<file path="src/rtl/encs_pkg.sv">
package encs_pkg;

  // width of values, coordinates, centre and radius
  localparam int unsigned VALUE_WIDTH = 32;
  localparam int unsigned CFG_ADDR_WIDTH = 5;

  typedef logic [2:0] reg_idx_t;

  localparam reg_idx_t REG_CENTER_X = 3'd0;
  localparam reg_idx_t REG_CENTER_Y = 3'd1;
  localparam reg_idx_t REG_CENTER_Z = 3'd2;
  localparam reg_idx_t REG_RADIUS   = 3'd3;
  localparam reg_idx_t REG_STRETCH  = 3'd4;

  typedef struct packed {
    logic busy;
    logic done;
  } div_stat_t;

  // |a - b| of two signed values, always fits the unsigned width
  function automatic logic [VALUE_WIDTH-1:0] abs_diff(
    input logic [VALUE_WIDTH-1:0] a,
    input logic [VALUE_WIDTH-1:0] b
  );
    logic signed [VALUE_WIDTH:0] d;
    d = $signed({a[VALUE_WIDTH-1], a}) - $signed({b[VALUE_WIDTH-1], b});
    return d[VALUE_WIDTH] ? VALUE_WIDTH'(-d) : d[VALUE_WIDTH-1:0];
  endfunction

  function automatic logic [VALUE_WIDTH-1:0] abs_val(input logic [VALUE_WIDTH-1:0] a);
    return a[VALUE_WIDTH-1] ? VALUE_WIDTH'(-a) : a;
  endfunction

endpackage

</file>
<file path="src/rtl/encs_div.sv">
module encs_div import encs_pkg::*; (
  input  logic        clk,
  input  logic        rst,
  input  logic        start,
  input  logic [63:0] num_hi,
  input  logic [63:0] num_lo,
  input  logic [63:0] den,
  output logic [63:0] quotient,
  output div_stat_t   stat
);

  // restoring divider, one quotient bit per cycle; num_hi < den on start
  logic [63:0] rem;
  logic [63:0] quo;
  logic [63:0] dreg;
  logic [5:0]  cnt;
  logic        busy;
  logic        done;
  logic [64:0] rem_sh;
  logic [65:0] diff;
  logic        ge;

  always_comb begin
    rem_sh = {rem, quo[63]};
    diff   = {1'b0, rem_sh} - {2'b00, dreg};
    ge     = !diff[65];
  end

  always_ff @(posedge clk) begin
    if (rst) begin
      busy <= 1'b0;
      done <= 1'b0;
      cnt  <= '0;
    end else begin
      done <= 1'b0;
      if (start) begin
        busy <= 1'b1;
        cnt  <= '1;
      end else if (busy) begin
        cnt <= cnt - 6'd1;
        if (cnt == '0) begin
          busy <= 1'b0;
          done <= 1'b1;
        end
      end
    end
  end

  always_ff @(posedge clk) begin
    if (start) begin
      rem  <= num_hi;
      quo  <= num_lo;
      dreg <= den;
    end else if (busy) begin
      rem <= ge ? diff[63:0] : rem_sh[63:0];
      quo <= {quo[62:0], ge};
    end
  end

  assign quotient = quo;
  assign stat     = '{busy: busy, done: done};

endmodule

</file>
<file path="config.mk">
export PLATFORM = sky130hd
export DESIGN_NAME = encs_div
export DESIGN_NICKNAME = d
export VERILOG_FILES = /design/src/rtl/encs_pkg.sv /design/src/rtl/encs_div.sv
export SDC_FILE = /design/constraint.sdc
export NUM_CORES = 1
export LEC_CHECK = 0
export BUFFER_PORTS_ARGS = -buffer_cell sky130_fd_sc_hd__buf_2
export CAP_MARGIN = 20
export CORE_ASPECT_RATIO = 0.9
export CORE_MARGIN = 3
export CORE_UTILIZATION = 51
export DETAILED_ROUTE_END_ITERATION = 8
export GPL_TIMING_DRIVEN = 0
export PLACE_DENSITY_LB_ADDON = 0.08
export SYNTH_ARGS = -nofsm -noshare
export SYNTH_HDL_FRONTEND = slang
export SYNTH_SLANG_ARGS = --single-unit
</file>
<file path="constraint.sdc">
create_clock -name clk -period 3.44 [get_ports clk]
set_clock_uncertainty 0.1 [all_clocks]
set_input_delay 0.516 -clock clk [delete_from_list [all_inputs] [get_ports clk]]
set_output_delay 0.516 -clock clk [all_outputs]
set_load 0.03 [all_outputs]
</file>
==> impl_metrics.tcl <==
set metrics [dict create \
    detail_route.wl_per_cell_um 21.0 \
    yosysUniqueCellTypes 76 \
    reg2reg_to "rem[56]" \
    track_usage_pct 27.9 \
    pre_cts_slack_ns -0.591 \
    routed_wl_mm 37.7 \
    synth_edf_count 192 \
    path_max_fanout 3 \
    synth.largest_area_cell "edfxtp_1" \
    die_h_um 154 \
    multi_input_area_mm2 0.00633 \
    hp-class "in2reg" \
    die_w_um 171 \
    nNetsFinal 1745 \
    cts_hold_buf 0 \
    numCtsBuffers 17 \
    antenna_left 0 \
    start_util_pct 52.6 \
    regArea_mm2 0.00593 \
    dieArea_mm2 0.0264 \
    seq_power_share_pct 32.4 \
    syn2layout_area_growth_pct 24.5 \
    cts_htree_levels 4 \
    fin_hold_ws_ns 0.136 \
    fin_ws_ns -0.0188 \
    dr.pass1.iters 5 \
    drive_gt1_share_pct 34.0 \
    path_class "reg2reg" \
    crit_start "quotient[63]" \
    r2r-start "quotient[63]" \
    power_leakage_nw 6.57 \
    drt_iter0_drc 707 \
    fill_cells 1953 \
    cp-start-kind "flip-flop" \
    synth_area_leaders "edfxtp_1, mux2_2, ha_1, a21oi_1, inv_1" \
    grt_pass1_wl_mm 56.7 \
    outcome "finished with violations" \
    power_density_mw_per_mm2 673 \
    cp_slowest_cell "edfxtp_1" \
    cp-end-kind "flip-flop" \
    rsz0062_at_grt "yes" \
    max-slew-margin-rel_pct 40.0 \
    fmax_mhz 289 \
    clockBufferDepth 2 \
    reg2reg_slack_ns -0.02 \
    antenna_found_initial 3 \
    hold_start "den[52]" \
    routabilityCongestion 0.944 \
    port_buffers 259 \
    grt_max_degree 70 \
    slowest_delay_ns 0.41 \
    yosys_warnings 0 \
    reg2reg_depth 13 \
    finalMaxSlewViolations 0 \
    clock_power_share_pct 20.5 \
    setup_viol 1 \
    synthCells 1187 \
    io_pins 261 \
    syn_area_mm2 0.0125 \
    diodes 0 \
    crit_path_end "rem[56]" \
    row_count 53 \
    ys_seq_elements 200 \
    critPathArrivalTime_ns 3.55 \
    coreArea_mm2 0.0237 \
    switching_share_pct 39.0 \
    tightest_slew_ns 0.900 \
    vias 10573 \
    pwr-share-comb_pct 47.1 \
    path_cells "inv_1 > ha_2 > fa_2 > nor2b_4 > o2111ai_4 > a31oi_4 > a211o_4 > or3b_4 > o211a_4 > o31ai_4 > a211oi_2 > nor4_2 > nor4_2" \
    clk_pin_slew_ns 0.08 \
    max-cap-violations 0 \
    ys_seq_area_share_pct 47.5 \
    yosys-top-cells-count "edfxtp_1, a21oi_1, inv_1" \
    whs_path_depth 1 \
    avgSynthCellArea_um2 10.5 \
    synth_top_area_share_pct 46.2 \
    crit_top_cell "nor4_2" \
    switching_power_mw 4.08 \
    overflow 0 \
    layout_min_cycle_time_ns 3.46 \
    place_hpwl_mm 27.3 \
    clkLatencyLatePin_ns 0.45 \
    synth_ff_type "edfxtp_1" \
    grt_pass1_vias 10297 \
    syn_nets 1449 \
    synth.most_common_cell "edfxtp_1" \
    cts_root_buf "clkbuf_16" \
    ys_async_sr_fraction_pct 0 \
    via_per_inst 5.88 \
    p_int_mw 6.39 \
    drc 0 \
    cts_sinks 200 \
    peakVddDrop_mv 0.366 \
    crit_required_ns 3.53 \
    cts_tree "yes" \
    fin_crit_sh_pct 101 \
    violations "setup timing" \
    hold_violations 0 \
]
[through the flow]
stage               setup TNS, ns  total power, mW  instances  instance area [µm²]  utilization [%]
finish                    -0.0188             10.5       1797                15500             65.5
CTS                       -0.0376             10.1       1782                15100             63.8
global route               -0.761             11.1       1797                15500             65.5
global placement          -342.94             7.60       1748                14200             59.6
floorplan                       0             6.52       1187                12500                -
detailed placement         -62.96             7.66       1750                14200             59.9
[flip-flops by register name, indices dropped and copies added (netlist names)]
register,count
busy,1
cnt,6
done,1
dreg,64
quotient,64
rem,64
[placed cells by master, fill, tap and decap left out, types with 5 or more instances in the layout]
cell         n
nor3_1      13
nor3b_1      6
dfxtp_1      8
ha_2         7
edfxtp_1   192
o211ai_1    11
and4_1       5
clkbuf_16   19
and3_1       9
clkbuf_1    25
inv_6        6
nand4_1     19
o21bai_1    10
mux2_2      85
xor2_1      30
buf_6        9
a211oi_1    16
a21o_1      31
nand2_1     76
a21oi_1    114
xnor2_1     26
ha_1        56
o21ai_1     10
buf_2      264
a21oi_2      8
mux2i_1      5
inv_1       95
nand3_1     11
o21ai_2      5
o21ai_0     45
buf_4       29
nor2_1      76
nand2b_1     5
a31oi_1      6
o21a_1      30
a211oi_2     6
[routing by layer]
layer	track usage, %	share of wire (%)	vias up
met1	37.4	42	5062
met2	44.7	47	453
met5	0	0.074	-
li1	-	-	4978
met4	9.27	2.7	6
met3	6.75	8.9	74
[power by group through the flow]
stage / combinational (mW) / clock, mW / sequential [mW]
floorplan: 2.99 / 0 / 3.53
global placement: 4.17 / 0 / 3.43
detailed placement: 4.24 / 0 / 3.42
CTS: 4.52 / 2.18 / 3.38
global route: 5.36 / 2.26 / 3.43
finish: 4.93 / 2.15 / 3.39
[worst max-delay path, delay by kind of cell (launching register included)]
family	cells	cell delay (ns)
compound gates	6	1.17
buf+inv	1	0.06
simple gates	4	0.89
fa+ha+maj	2	0.55
flops	1	0.41
[how the worst min path moves through the flow]
| stage | to | slack [ns] |
|---|---|---|
| final | dreg[52] | 0.14 |
| after global routing | dreg[55] | 0.12 |
| after global placement | quotient[52] | 0.45 |
| after detailed placement | quotient[30] | 0.46 |
| after CTS | dreg[11] | 0.12 |
| after floorplan | cnt[5] | 0.43 |
[repair_timing]
| action | 4_1_cts | 5_1_grt |
|---|---|---|
| resized for setup | 54 | 64 |
| cloned | 0 | 3 |
| setup buffers | 9 | 16 |
| setup endpoints to repair | 130 | 128 |
| pin swaps | 18 | 28 |
[final cells by class]
class	count	area share, %
multi-input combinational	828	40.7
sequential	200	38.1
timing repair buffer	288	10.3
clock buffer	18	2.76
tap	302	2.43
inverter	95	2.29
buffer	53	2.21
clock inverter	13	1.18
[cell families after synthesis]
| group | Yosys count | synth area share, % |
|---|---|---|
| compound gates | 355 | 18.6 |
| xor+xnor | 56 | 3.93 |
| fa+ha+maj | 67 | 6.78 |
| buf+inv | 160 | 5.23 |
| flops | 200 | 47.5 |
| mux | 90 | 8.07 |
| simple gates | 259 | 9.88 |
Note: power is estimated with default switching activity, not from simulation.
